[src/hdl/psfr_pkg.sv]
// Shared types and constants of the particle sensor frame receiver.
package psfr_pkg;

  localparam int FRAME_LEN_DEF  = 32;
  localparam int DATA_WORDS_DEF = 12;

  localparam logic [7:0] HDR_FIRST  = 8'h42;
  localparam logic [7:0] HDR_SECOND = 8'h4D;

  typedef enum logic [1:0] {
    ST_OK         = 2'd0,
    ST_INCOMPLETE = 2'd1,
    ST_LEN_ERR    = 2'd2,
    ST_SUM_ERR    = 2'd3
  } status_t;

  typedef enum logic [1:0] {
    PH_HUNT = 2'd0,
    PH_HALF = 2'd1,
    PH_BODY = 2'd2
  } phase_t;

  typedef struct packed {
    logic [7:0] rx_byte;
    logic       rx_fault;
  } in_word_t;

  typedef struct packed {
    status_t     status;
    logic [3:0]  word_index;
    logic [15:0] word_value;
    logic        last;
  } out_word_t;

  // frame outcome handed from parser to emitter
  typedef struct packed {
    logic    valid;
    status_t status;
  } ev_t;

endpackage

[src/hdl/particle_sensor_frame_receiver.sv]
// Top level of the particle sensor frame receiver.
//
// Input channel: one received serial byte per word (in_word.rx_byte) with a
// receive fault flag (in_word.rx_fault); taken when in_valid is high and
// in_stall is low. Bytes are taken one per cycle while in_stall stays low.
// Result channel: out_word carries status, word index, word value and last;
// taken when out_valid is high and out_stall is low.
// A frame that passes its length and checksum checks gives DATA_WORDS results
// in a burst; a failed frame or a receive fault gives one error
// result with last set. The first result sits in the output register in the
// cycle after the byte that caused it.
// Throughput is one byte per cycle; a byte that would raise a new result is
// held off (in_stall) only while an earlier burst is still draining from the
// word shifter or the output register is full and stalled. Other bytes keep
// flowing during a burst.
// Reset (rst_n low, synchronous) returns the parser to header hunt and
// empties the output side. A stalled result holds steady on out_word.
module particle_sensor_frame_receiver #(
  parameter int FRAME_LEN  = psfr_pkg::FRAME_LEN_DEF,
  parameter int DATA_WORDS = psfr_pkg::DATA_WORDS_DEF
) (
  input  logic                clk,
  input  logic                rst_n,
  input  logic                in_valid,
  output logic                in_stall,
  input  psfr_pkg::in_word_t  in_word,
  output logic                out_valid,
  input  logic                out_stall,
  output psfr_pkg::out_word_t out_word
);

  psfr_pkg::ev_t               ev;
  logic [DATA_WORDS-1:0][15:0] ev_words;
  logic                        ev_ready;

  // byte parser: header hunt, frame state, checks at last byte
  psfr_parser #(
    .FRAME_LEN  (FRAME_LEN),
    .DATA_WORDS (DATA_WORDS)
  ) u_parser (
    .clk      (clk),
    .rst_n    (rst_n),
    .in_valid (in_valid),
    .in_stall (in_stall),
    .in_word  (in_word),
    .ev_ready (ev_ready),
    .ev       (ev),
    .ev_words (ev_words)
  );

  // result side: snapshot of the words and one result per cycle unless stalled
  psfr_emitter #(
    .DATA_WORDS (DATA_WORDS)
  ) u_emitter (
    .clk       (clk),
    .rst_n     (rst_n),
    .ev        (ev),
    .ev_words  (ev_words),
    .ev_ready  (ev_ready),
    .out_valid (out_valid),
    .out_stall (out_stall),
    .out_word  (out_word)
  );

endmodule

[src/hdl/psfr_parser.sv]
// Header hunt, frame collection, checksum and length check.
module psfr_parser #(
  parameter int FRAME_LEN  = psfr_pkg::FRAME_LEN_DEF,
  parameter int DATA_WORDS = psfr_pkg::DATA_WORDS_DEF
) (
  input  logic                         clk,
  input  logic                         rst_n,
  input  logic                         in_valid,
  output logic                         in_stall,
  input  psfr_pkg::in_word_t           in_word,
  input  logic                         ev_ready,
  output psfr_pkg::ev_t                ev,
  output logic [DATA_WORDS-1:0][15:0]  ev_words
);

  localparam int CNT_W = $clog2(FRAME_LEN);

  typedef struct packed {
    logic [15:0] sum;
    logic [15:0] chk;
  } acc_t;

  psfr_pkg::phase_t phase_r, phase_nxt;
  logic [CNT_W-1:0] cnt_r, cnt_nxt;
  logic [15:0]      len_r, len_nxt;
  acc_t             acc_r, acc_nxt;
  logic [DATA_WORDS-1:0][15:0] data_r, data_nxt;

  logic        acc_ok;
  logic        at_end;
  logic        needs_ev;
  logic [7:0]  b;
  logic [16:0] pos;
  logic [15:0] len_full;

  // one frame byte into the running sum or the stored checksum
  function automatic acc_t account(acc_t a, logic [16:0] sum_len, logic [16:0] p,
                                   logic [7:0] d);
    acc_t r;
    r = a;
    if (p < sum_len) r.sum = a.sum + 16'(d);
    if (p == sum_len) r.chk[15:8] = d;
    if (p == sum_len + 17'd1) r.chk[7:0] = d;
    return r;
  endfunction

  assign b        = in_word.rx_byte;
  assign pos      = 17'(cnt_r);
  assign len_full = {len_r[15:8], b};
  assign at_end   = (phase_r == psfr_pkg::PH_BODY) && (cnt_r == CNT_W'(FRAME_LEN - 1));
  assign needs_ev = in_word.rx_fault || at_end;
  assign in_stall = needs_ev && !ev_ready;
  assign acc_ok   = in_valid && !in_stall;

  // phase control: header hunt, second header byte, frame body
  always_comb begin
    phase_nxt = phase_r;
    if (acc_ok) begin
      if (in_word.rx_fault) begin
        phase_nxt = psfr_pkg::PH_HUNT;
      end else begin
        case (phase_r)
          psfr_pkg::PH_HUNT: begin
            if (b == psfr_pkg::HDR_FIRST) phase_nxt = psfr_pkg::PH_HALF;
          end
          psfr_pkg::PH_HALF: begin
            phase_nxt = (b == psfr_pkg::HDR_SECOND) ? psfr_pkg::PH_BODY : psfr_pkg::PH_HUNT;
          end
          psfr_pkg::PH_BODY: begin
            if (at_end) phase_nxt = psfr_pkg::PH_HUNT;
          end
          default: phase_nxt = psfr_pkg::PH_HUNT;
        endcase
      end
    end
  end

  // datapath and frame outcome
  always_comb begin
    cnt_nxt   = cnt_r;
    len_nxt   = len_r;
    acc_nxt   = acc_r;
    data_nxt  = data_r;
    ev.valid  = 1'b0;
    ev.status = psfr_pkg::ST_OK;
    if (acc_ok) begin
      if (in_word.rx_fault) begin
        cnt_nxt   = '0;
        ev.valid  = 1'b1;
        ev.status = psfr_pkg::ST_INCOMPLETE;
      end else begin
        case (phase_r)
          psfr_pkg::PH_HALF: begin
            if (b == psfr_pkg::HDR_SECOND) begin
              cnt_nxt = CNT_W'(2);
              len_nxt = '0;
              acc_nxt = '0;
            end
          end
          psfr_pkg::PH_BODY: begin
            if (pos == 17'd2) begin
              len_nxt = {b, 8'h00};
            end else if (pos == 17'd3) begin
              // header and length bytes are only known as a whole here
              len_nxt = len_full;
              acc_nxt = account(acc_nxt, 17'(len_full) + 17'd2, 17'd0, psfr_pkg::HDR_FIRST);
              acc_nxt = account(acc_nxt, 17'(len_full) + 17'd2, 17'd1, psfr_pkg::HDR_SECOND);
              acc_nxt = account(acc_nxt, 17'(len_full) + 17'd2, 17'd2, len_r[15:8]);
              acc_nxt = account(acc_nxt, 17'(len_full) + 17'd2, 17'd3, b);
            end else begin
              acc_nxt = account(acc_r, 17'(len_r) + 17'd2, pos, b);
            end
            for (int i = 0; i < DATA_WORDS; i++) begin
              if (32'(cnt_r) == 4 + 2 * i) data_nxt[i][15:8] = b;
              if (32'(cnt_r) == 5 + 2 * i) data_nxt[i][7:0]  = b;
            end
            if (at_end) begin
              cnt_nxt  = '0;
              ev.valid = 1'b1;
              if (17'(len_nxt) + 17'd4 > 17'(FRAME_LEN)) begin
                ev.status = psfr_pkg::ST_LEN_ERR;
              end else if (acc_nxt.sum != acc_nxt.chk) begin
                ev.status = psfr_pkg::ST_SUM_ERR;
              end
            end else begin
              cnt_nxt = cnt_r + CNT_W'(1);
            end
          end
          default: ;
        endcase
      end
    end
  end

  assign ev_words = data_nxt;

  always_ff @(posedge clk) begin
    if (!rst_n) begin
      phase_r <= psfr_pkg::PH_HUNT;
      cnt_r   <= '0;
      len_r   <= '0;
      acc_r   <= '0;
    end else begin
      phase_r <= phase_nxt;
      cnt_r   <= cnt_nxt;
      len_r   <= len_nxt;
      acc_r   <= acc_nxt;
    end
  end

  always_ff @(posedge clk) begin
    data_r <= data_nxt;
  end

endmodule

[src/hdl/psfr_emitter.sv]
// Result register and word burst shifter.
module psfr_emitter #(
  parameter int DATA_WORDS = psfr_pkg::DATA_WORDS_DEF
) (
  input  logic                         clk,
  input  logic                         rst_n,
  input  psfr_pkg::ev_t                ev,
  input  logic [DATA_WORDS-1:0][15:0]  ev_words,
  output logic                         ev_ready,
  output logic                         out_valid,
  input  logic                         out_stall,
  output psfr_pkg::out_word_t          out_word
);

  localparam int IDX_W = (DATA_WORDS > 1) ? $clog2(DATA_WORDS) : 1;

  logic                        busy_r, busy_nxt;
  logic [IDX_W-1:0]            idx_r, idx_nxt;
  logic [DATA_WORDS-1:0][15:0] snap_r, snap_nxt;
  logic                        out_valid_r, out_valid_nxt;
  psfr_pkg::out_word_t         out_word_r, out_word_nxt;
  logic                        out_free;

  assign out_free = !out_valid_r || !out_stall;
  assign ev_ready = !busy_r && out_free;

  always_comb begin
    busy_nxt      = busy_r;
    idx_nxt       = idx_r;
    snap_nxt      = snap_r;
    out_valid_nxt = out_valid_r;
    out_word_nxt  = out_word_r;
    if (ev.valid) begin
      out_valid_nxt = 1'b1;
      if (ev.status == psfr_pkg::ST_OK) begin
        out_word_nxt = '{status: psfr_pkg::ST_OK, word_index: 4'd0,
                         word_value: ev_words[0], last: (DATA_WORDS == 1)};
        busy_nxt     = (DATA_WORDS > 1);
        idx_nxt      = IDX_W'(1);
        // word 0 leaves now, the rest queue up behind it
        for (int i = 0; i < DATA_WORDS - 1; i++) snap_nxt[i] = ev_words[i + 1];
        snap_nxt[DATA_WORDS-1] = '0;
      end else begin
        out_word_nxt = '{status: ev.status, word_index: 4'd0, word_value: 16'd0, last: 1'b1};
      end
    end else if (busy_r && out_free) begin
      out_valid_nxt = 1'b1;
      out_word_nxt  = '{status: psfr_pkg::ST_OK, word_index: 4'(idx_r),
                        word_value: snap_r[0], last: (idx_r == IDX_W'(DATA_WORDS - 1))};
      busy_nxt      = (idx_r != IDX_W'(DATA_WORDS - 1));
      idx_nxt       = idx_r + IDX_W'(1);
      for (int i = 0; i < DATA_WORDS - 1; i++) snap_nxt[i] = snap_r[i + 1];
    end else if (out_free) begin
      out_valid_nxt = 1'b0;
    end
  end

  always_ff @(posedge clk) begin
    if (!rst_n) begin
      busy_r      <= 1'b0;
      idx_r       <= '0;
      out_valid_r <= 1'b0;
    end else begin
      busy_r      <= busy_nxt;
      idx_r       <= idx_nxt;
      out_valid_r <= out_valid_nxt;
    end
  end

  always_ff @(posedge clk) begin
    snap_r     <= snap_nxt;
    out_word_r <= out_word_nxt;
  end

  assign out_valid = out_valid_r;
  assign out_word  = out_word_r;

endmodule
[config.mk]
export PLATFORM = sky130hd
export DESIGN_NAME = particle_sensor_frame_receiver
export DESIGN_NICKNAME = d
export VERILOG_FILES = /design/src/hdl/psfr_pkg.sv /design/src/hdl/particle_sensor_frame_receiver.sv /design/src/hdl/psfr_parser.sv /design/src/hdl/psfr_emitter.sv
export SDC_FILE = /design/constraint.sdc
export NUM_CORES = 1
export LEC_CHECK = 0
export BUFFER_PORTS_ARGS = -buffer_cell sky130_fd_sc_hd__buf_2
export CORE_MARGIN = 2
export CORE_UTILIZATION = 40
export CTS_CLUSTER_SIZE = 14
export DETAILED_ROUTE_END_ITERATION = 16
export GPL_TIMING_DRIVEN = 0
export HOLD_SLACK_MARGIN = 0.1
export PLACE_DENSITY = 0.62
export SYNTH_ARGS = -nofsm -noshare
export SYNTH_HDL_FRONTEND = slang
export SYNTH_SLANG_ARGS = --single-unit
[constraint.sdc]
create_clock -name clk -period 11 [get_ports clk]
set_clock_uncertainty 0.15 [all_clocks]
set_input_delay 0.55 -clock clk [delete_from_list [all_inputs] [get_ports clk]]
set_output_delay 0.55 -clock clk [all_outputs]
set_load 0.01 [all_outputs]
==> results of run 1 <==
sequential cells by signal, indices dropped and copies added, names as in the netlist, 2 cells and up:
| signal | count |
|---|---|
| u_emitter.idx_r | 4 |
| u_emitter.out_word | 23 |
| u_emitter.snap_r | 176 |
| u_parser.acc_r | 32 |
| u_parser.cnt_r | 5 |
| u_parser.data_r | 192 |
| u_parser.len_r | 16 |
| u_parser.phase_r | 2 |
cells in the mapped netlist (10+ instances only):
master and count:
a21o_1 14, o21ai_0 197, mux2_2 76, a21boi_0 10, nor2b_1 47, nor4_1 16
a22oi_1 29, and4_1 12, nor3_1 59, nand2b_1 10, buf_1 14, a21oi_1 83
a31oi_1 18, edfxtp_1 199, dfxtp_1 253, nand3_1 47, inv_1 45, o31ai_1 13
and3_1 23, ha_1 48, nor2_1 90, buf_2 25, xnor2_1 64, nand4_1 32
or3_1 18, a211oi_1 16, nand2_1 751, o21ai_1 18, nand3b_1 14, mux2i_1 16
o22ai_1 13, clkbuf_1 135, o211ai_1 18, xor2_1 24, and2_1 52, o21a_1 11
a22o_1 17
worst reg2reg max path: cells and delay by family (launching register included):
family	cells	cell delay, ns
compound gates	13	3.45
xor+xnor	1	0.19
fa+ha+maj	3	0.90
buf+inv	3	0.83
flops	1	0.39
mux	1	0.47
simple gates	13	3.27
cells by family (layout without fill, tap and decap cells):
family	after synthesis	count (layout)	share of synthesized area
xor+xnor	90	90	0.0338
compound gates	573	573	0.157
fa+ha+maj	51	51	0.0274
simple gates	1246	1248	0.241
buf+inv	233	359	0.0403
flops	452	452	0.458
mux	92	92	0.0422
path summary, 6_finish.rpt:
path	slack, ns	cells past startpoint	end	startpoint
min	0.26	3	u_emitter.out_valid	out_stall
max reg2reg	0.85	34	u_emitter.snap_r[102]	u_parser.len_r[8]
max	0.85	34	u_emitter.snap_r[102]	u_parser.len_r[8]
min reg2reg	0.31	2	u_parser.data_r[128]	u_parser.data_r[128]
metrics by stage:
| step | util | worst slack [ns] | total power [mW] |
|---|---|---|---|
| 2_1_floorplan | - | 0.995 | 1.92 |
| 3_3_place_gp | 0.426 | -1.99 | 2.00 |
| 3_5_place_dp | 0.427 | 0.0312 | 2.00 |
| 4_1_cts | 0.453 | 0.262 | 3.60 |
| 5_1_grt | 0.454 | 0.419 | 3.69 |
| 6_report | 0.454 | 0.848 | 3.58 |
power by group:
group / switching (mW) / internal, mW / leakage (nW)
clock network: 0.670 / 0.945 / 0.760
registers: 0.00204 / 1.75 / 3.89
logic: 0.158 / 0.0574 / 5.43
layer usage:
layer	global-route usage	vias to the layer above	wire length (um)
met5	0	-	0
met4	0.0730	0	2080
met3	0.0263	121	4460
met2	0.390	692	34800
met1	0.331	10053	35100
li1	-	9885	-
final cells by class:
cell class | instances | area (sq um) | area share
Buffer | 185 | 791 | 0.0294
Clock inverter | 15 | 180 | 0.00669
Multi-Input combinational cell | 2054 | 12200 | 0.451
Tap cell | 773 | 967 | 0.0359
Clock buffer | 73 | 1390 | 0.0516
Timing Repair Buffer | 38 | 218 | 0.00809
Sequential cell | 452 | 11000 | 0.410
Inverter | 48 | 180 | 0.00669
timing repair:
action	in CTS	in global routing
hold endpoints to repair	0	0
setup buffers	0	2
endpoints found under the setup margin	0	176
resized for setup	0	4
hold buffers	0	0
==> out/qor.csv, run 1 <==
stage,metric,value,unit
clocking,Worst-path clk slew,0.06,ns
route,First-pass DRT Iterations,6,
floorplan,starting density of the core,0.407,
finish,cell area after layout,26900,sq um
global_route,initial antenna violation count,2,
floorplan,die height,249,um
sta,worst hold slack,0.265,ns
route,Via-to-Cell Ratio,5.70,
logic_synthesis,Avg Inst Size Synth,8.81,sq um
setup_path,Crit path top cell by count,o21ai_0,
setup_path,Buf/Inv on CP,3,
global_route,vias in the first global route,19768,
logic_synthesis,Post-synth EDFFs,199,
finish,ratio of cells with drive above 1 in the final layout,0.0984,
finish,nets,2890,
setup_path,CP max-delay cell,a2111oi_1,
logic_synthesis,top cell type's share of synthesized area,0.248,
power_and_ir_drop,P_leak,10.1,nW
floorplan,I/O pin cnt,38,
floorplan,Core Rows,89,
finish,"most common cell after layout, fill and taps aside",nand2_1,
worst_hold_path,Hold WC Path Type,in -> reg,
sta,crit share post-route,0.923,
sta,final setup fails,0,
setup_path,Worst path max stage delay,0.62,ns
sta,worst slew margin relative to its limit,0.0628,
global_route,GRT Overall Usage,0.238,
logic_synthesis,warning count from the yosys run,0,
global_route,pin count of the biggest net entering global routing,100,
route,Avg WL per Cell,21.0,um
clocking,CTS sink count,452,
global_route,first-pass GRT wire length,116000,um
power_and_ir_drop,P per Cell Area,133,nW/um^2
setup_path,Crit Path Category,reg -> reg,
logic_synthesis,cell taking the most area after synthesis,edfxtp_1,
route,Routed WL,76500,um
clocking,CTS tree,done,
placement,dpl hpwl,55300,um
setup_path,crit-path max FO,99,
global_route,total global routing overflow,0,
floorplan,die area,62200,sq um
finish,fin cells,3638,
clocking,clock buffer depth,3,
outcome,run status,"complete, no violations",
setup_path,critical path startpoint category,flip-flop,
logic_synthesis,"Seq/Total Area, Yosys",0.458,
placement,gpl congestion,0.963,
placement,placed cells,3546,
route,vias post-DR,20751,
clocking,CTS Buf Count,47,
setup_path,Top delay family on crit path,compound AO/OA/AOI/OAI gates,
clocking,clock root cell,clkbuf_16,
placement,DP Area,25300,sq um
logic_synthesis,Cell variety after synth,108,
setup_path,crit path DAT,10.22,ns
sta,f_max,0.0985,GHz
logic_synthesis,Area contributors post-synth,"edfxtp_1 (25%), dfxtp_1 (21%), nand2_1 (12%)",
logic_synthesis,ys flop type,dfxtp_1,
route,Post-DRT Antenna Nets,0,
setup_path,critical path endpoint category,flip-flop,
sta,fin. max-slew vios,0,
clocking,"Clk Latency, worst-skew pair",0.59,ns
finish,filler instances,5696,
finish,most frequent cells in the layout,"nand2_1 (750), dfxtp_1 (253), edfxtp_1 (199), o21ai_0 (197), clkbuf_1 (153)",
logic_synthesis,synthesized area,24100,sq um
sta,sum of negative setup slack,0,ns
clocking,H-Tree Depth,2,
route,# DRC,0,
route,1st-iter DRT viols,1912,
finish,Antenna Cells,0,
floorplan,Die X,249,um
sta,Final Critical Period,10.15,ns
logic_synthesis,asr flop ratio synth,0,
placement,Buffers on Ports,35,
power_and_ir_drop,VDD IR-drop max,0.000115,V
logic_synthesis,Synthesized Nets,2801,
floorplan,Core Area,59200,sq um
sta,RSZ-0062 raised after global routing,no,
sta,Slew @ Worst Pin,1.39,ns
sta,endpoints failing hold,0,
job,max-cap violation count,0,
logic_synthesis,Gate Count Post-Synth,2737,
logic_synthesis,Yosys reg bits,452,
finish,Layout area overhead,11.7,%
setup_path,Crit path required time,11.07,ns
(Power assumes the default switching activity.)
==> run 2: changes to the inputs <==
- CORE_MARGIN: 2 -> default
- CTS_CLUSTER_SIZE: 14 -> 16
- PLACE_DENSITY: 0.62 -> 0.68
==> out/qor.csv, run 2 (synthesis gave the netlist of run 1 again) <==
stage,metric,value,unit
outcome,run status,"complete, no violations",
sta,endpoints failing hold,0,
finish,max FFs per register,192,
setup_path,Crit Path Category,reg -> reg,
clocking,CTS sink count,452,
sta,worst setup margin,0.892,ns
placement,gpl congestion,0.988,
sta,f_max,0.0989,GHz
setup_path,critical path startpoint category,flip-flop,
global_route,pin count of the biggest net entering global routing,101,
power_and_ir_drop,VDD IR-drop max,0.000111,V
worst_hold_path,Hold WC Path Type,in -> reg,
finish,post-layout util,0.453,
setup_path,crit-path max FO,100,
setup_path,critical path endpoint category,flip-flop,
floorplan,Core Rows,89,
sta,final setup fails,0,
setup_path,crit path DAT,10.16,ns
setup_path,Top delay family on crit path,simple AND/OR/NAND/NOR gates,
global_route,first-pass GRT wire length,111000,um
clocking,clock buffer depth,3,
floorplan,Die X,247,um
route,1st-iter DRT viols,1939,
setup_path,Crit path required time,11.05,ns
placement,DP Worst Slack,0.248,ns
finish,cell area after layout,26900,sq um
floorplan,starting density of the core,0.407,
power_and_ir_drop,P per Cell Area,132,nW/um^2
finish,fin cells,3634,
finish,Antenna Cells,0,
placement,Buffers on Ports,35,
sta,fin. max-slew vios,0,
placement,dpl hpwl,52000,um
clocking,Worst-path clk slew,0.07,ns
clocking,CTS tree,done,
route,# DRC,0,
route,Via-to-Cell Ratio,5.66,
floorplan,I/O pin cnt,38,
finish,"most common cell after layout, fill and taps aside",nand2_1,
sta,crit share post-route,0.919,
route,Routed WL,72600,um
global_route,total global routing overflow,0,
floorplan,die area,61200,sq um
setup_path,CP max-delay cell,nor4_1,
power_and_ir_drop,P_leak,10.1,nW
power_and_ir_drop,final total power,3.55,mW
setup_path,Worst path max stage delay,1.05,ns
sta,RSZ-0062 raised after global routing,no,
sta,sum of negative setup slack,0,ns
clocking,H-Tree Depth,2,
route,Avg WL per Cell,20.0,um
floorplan,Core Area,59200,sq um
sta,worst slew margin relative to its limit,0.0641,
route,First-pass DRT Iterations,8,
job,max-cap violation count,0,
global_route,initial antenna violation count,0,
finish,biggest regs,"u_parser.data_r (192), u_emitter.snap_r (176), u_parser.acc_r (32)",
placement,DP Area,25300,sq um
sta,Final Critical Period,10.11,ns
route,vias post-DR,20584,
finish,most frequent cells in the layout,"nand2_1 (750), dfxtp_1 (253), edfxtp_1 (199), o21ai_0 (197), clkbuf_1 (147)",
global_route,GRT Overall Usage,0.233,
clocking,clock root cell,clkbuf_16,
floorplan,die height,247,um
finish,ratio of cells with drive above 1 in the final layout,0.0982,
setup_path,Buf/Inv on CP,3,
finish,Layout area overhead,11.4,%
placement,placed cells,3546,
finish,Largest Register,u_parser.data_r,
clocking,CTS Buf Count,46,
sta,worst hold slack,0.287,ns
route,Post-DRT Antenna Nets,0,
finish,nets,2889,
clocking,"Clk Latency, worst-skew pair",0.57,ns
sta,Slew @ Worst Pin,1.39,ns
global_route,vias in the first global route,18916,
run 2: metal layers:
metal | vias to the layer above | global-route usage | share of wire
li1 | 9882 | - | -
met1 | 9721 | 0.323 | 0.44
met2 | 834 | 0.363 | 0.44
met3 | 147 | 0.0385 | 0.076
met4 | 0 | 0.0891 | 0.036
met5 | - | 0 | 0
run 2: final timing paths:
| kind | start | endpoint | slack, ns | cells past startpoint |
|---|---|---|---|---|
| worst max-delay path | u_parser.len_r[8] | u_emitter.snap_r[172] | 0.89 | 30 |
| worst max register to register | u_parser.len_r[8] | u_emitter.snap_r[172] | 0.89 | 30 |
| worst min-delay path | out_stall | u_emitter.out_valid | 0.29 | 3 |
| worst min register to register | u_parser.data_r[183] | u_parser.data_r[183] | 0.31 | 2 |
run 2: cell type report:
cell class | count | area (sq um)
plain buffers | 185 | 791
fillers | 5667 | 32400
clock buffers | 64 | 1280
well taps | 773 | 967
repair buffers | 38 | 218
clock inverters | 20 | 245
inverters | 48 | 180
multi-input cells | 2054 | 12100
flip-flops and latches | 452 | 11000
run 2: worst min-delay path, delay by kind of cell:
family,cells,cell delay (ns)
buf+inv,1,0.13
compound gates,2,0.28
run 2: report_power, final:
part	switching [mW]	leakage (nW)	internal (mW)
Combinational	0.156	5.42	0.0571
Sequential	0.00237	3.89	1.75
Clock	0.655	0.742	0.931
run 2: what timing repair did:
action | in CTS | in global routing
endpoints found under the setup margin | 0 | 100
setup buffers | 0 | 2
hold buffers | 0 | 0
gates resized for setup | 0 | 1
==> run 3: changes to the inputs <==
- CAP_MARGIN: default -> 10
- CORE_MARGIN: default -> 8
- PLACE_DENSITY: 0.68 -> 0.54
==> out/qor.csv, run 3 (synthesis gave the netlist of run 1 again) <==
stage,metric,value,unit
sta,endpoints failing hold,0,
global_route,pin count of the biggest net entering global routing,98,
global_route,GRT Overall Usage,0.219,
finish,nets,2894,
floorplan,Die X,261,um
clocking,Worst-path clk slew,0.06,ns
floorplan,I/O pin cnt,38,
global_route,total global routing overflow,0,
outcome,run status,"complete, no violations",
sta,final setup fails,0,
placement,Buffers on Ports,35,
placement,dpl hpwl,56400,um
clocking,clock buffer depth,3,
finish,cell area after layout,27000,sq um
worst_hold_path,Hold WC Path Type,reg -> reg,
sta,worst slew margin relative to its limit,0.253,
route,Post-DRT Antenna Nets,0,
floorplan,die area,68400,sq um
placement,gpl congestion,0.953,
route,Routed WL,77000,um
setup_path,crit path DAT,10.01,ns
setup_path,Crit Path Category,reg -> reg,
power_and_ir_drop,VDD IR-drop max,0.000114,V
job,max-cap violation count,0,
floorplan,die height,261,um
finish,Largest Register,u_parser.data_r,
clocking,CTS tree,done,
route,First-pass DRT Iterations,6,
finish,biggest regs,"u_parser.data_r (192), u_emitter.snap_r (176), u_parser.acc_r (32)",
setup_path,crit-path max FO,97,
finish,"most common cell after layout, fill and taps aside",nand2_1,
route,1st-iter DRT viols,1771,
route,# DRC,0,
sta,RSZ-0062 raised after global routing,no,
setup_path,critical path startpoint category,flip-flop,
power_and_ir_drop,P per Cell Area,133,nW/um^2
finish,Layout area overhead,11.9,%
route,Via-to-Cell Ratio,5.63,
floorplan,Core Rows,90,
clocking,hold buffers post-CTS,0,
route,Avg WL per Cell,21.1,um
clocking,clock root cell,clkbuf_16,
clocking,"Clk Latency, worst-skew pair",0.58,ns
finish,max FFs per register,192,
sta,fin. max-slew vios,0,
sta,Slew @ Worst Pin,1.12,ns
setup_path,critical path endpoint category,flip-flop,
sta,Final Critical Period,9.95,ns
sta,f_max,0.101,GHz
power_and_ir_drop,P_leak,10.1,nW
finish,most frequent cells in the layout,"nand2_1 (750), dfxtp_1 (253), edfxtp_1 (199), o21ai_0 (197), clkbuf_1 (143)",
finish,post-layout util,0.450,
floorplan,Core Area,60000,sq um
placement,DP Area,25300,sq um
finish,ratio of cells with drive above 1 in the final layout,0.100,
setup_path,Crit path required time,11.06,ns
floorplan,starting density of the core,0.402,
global_route,initial antenna violation count,4,
route,vias post-DR,20550,
global_route,vias in the first global route,19480,
clocking,CTS Buf Count,48,
placement,placed cells,3557,
setup_path,CP max-delay cell,a2111oi_1,
global_route,first-pass GRT wire length,116000,um
finish,fin cells,3653,
clocking,CTS sink count,452,
sta,crit share post-route,0.904,
setup_path,Worst path max stage delay,0.59,ns
clocking,H-Tree Depth,2,
## run 3: cell types whose count changed in the layout (fill, tap and decap cells not counted), sizes merged
cell	change
inv	+2
diode	+2
clkinv	+4
buf	+2
clkbuf	+2
bufinv	-2
## run 3: area by class of cell
type                       count  area, sq um
clock buffer                  65         1360
inverter                      48          180
timing repair buffer          41          265
buffer                       185          791
multi-input combinational   2054        12200
antenna                        2         5.00
clock inverter                24          214
sequential                   452        11000
tap                          782          978
fill                        5921        33000
## run 3: timing repair
item / 4_1_cts / 5_1_grt
buffers inserted: 0 / 2
gates resized for setup: 0 / 4
setup endpoints to repair: 0 / 105
## run 3: worst max-delay path: cells and delay by family (launching register included)
family,cells,cell delay [ns]
xor gates and xnor gates,1,0.16
buffers and inverters,3,0.85
adders and majority gates,3,0.89
DFF,1,0.39
muxes,1,0.48
and+or+nand+nor,12,3.04
AOI/OAI and AO/OA,13,3.51
## run 3: routing by layer
layer  vias up  wire length [um]  GRT usage
met5         -                 0          0
met4         0              2440     0.0713
met3       150              4900     0.0342
met2       695             33000      0.336
met1      9815             36600      0.313
li1       9890                 -          -
## run 3: path summary, 6_finish.rpt
| path | start | endpoint | depth (start not counted) | slack [ns] |
|---|---|---|---|---|
| max | u_parser.len_r[8] | u_emitter.snap_r[98] | 33 | 1.05 |
| max reg2reg | u_parser.len_r[8] | u_emitter.snap_r[98] | 33 | 1.05 |
| min | u_parser.data_r[186] | u_parser.data_r[186] | 2 | 0.31 |
| min reg2reg | u_parser.data_r[186] | u_parser.data_r[186] | 2 | 0.31 |
## run 3: through the flow
stage	hold WS, ns	setup slack (ns)	setup TNS [ns]	power [mW]
2_1_floorplan	0.272	0.995	0	1.92
6_report	0.309	1.05	0	3.59
3_3_place_gp	0.284	-1.99	-345.18	2.00
5_1_grt	0.328	0.463	0	3.71
4_1_cts	0.292	0.328	0	3.62
3_5_place_dp	0.292	0.0450	0	2.00
## run 3: power by group
group	switching [mW]	total [mW]	internal, mW
combinational	0.158	0.217	0.0588
sequential	0.00203	1.75	1.75
clock	0.684	1.62	0.935
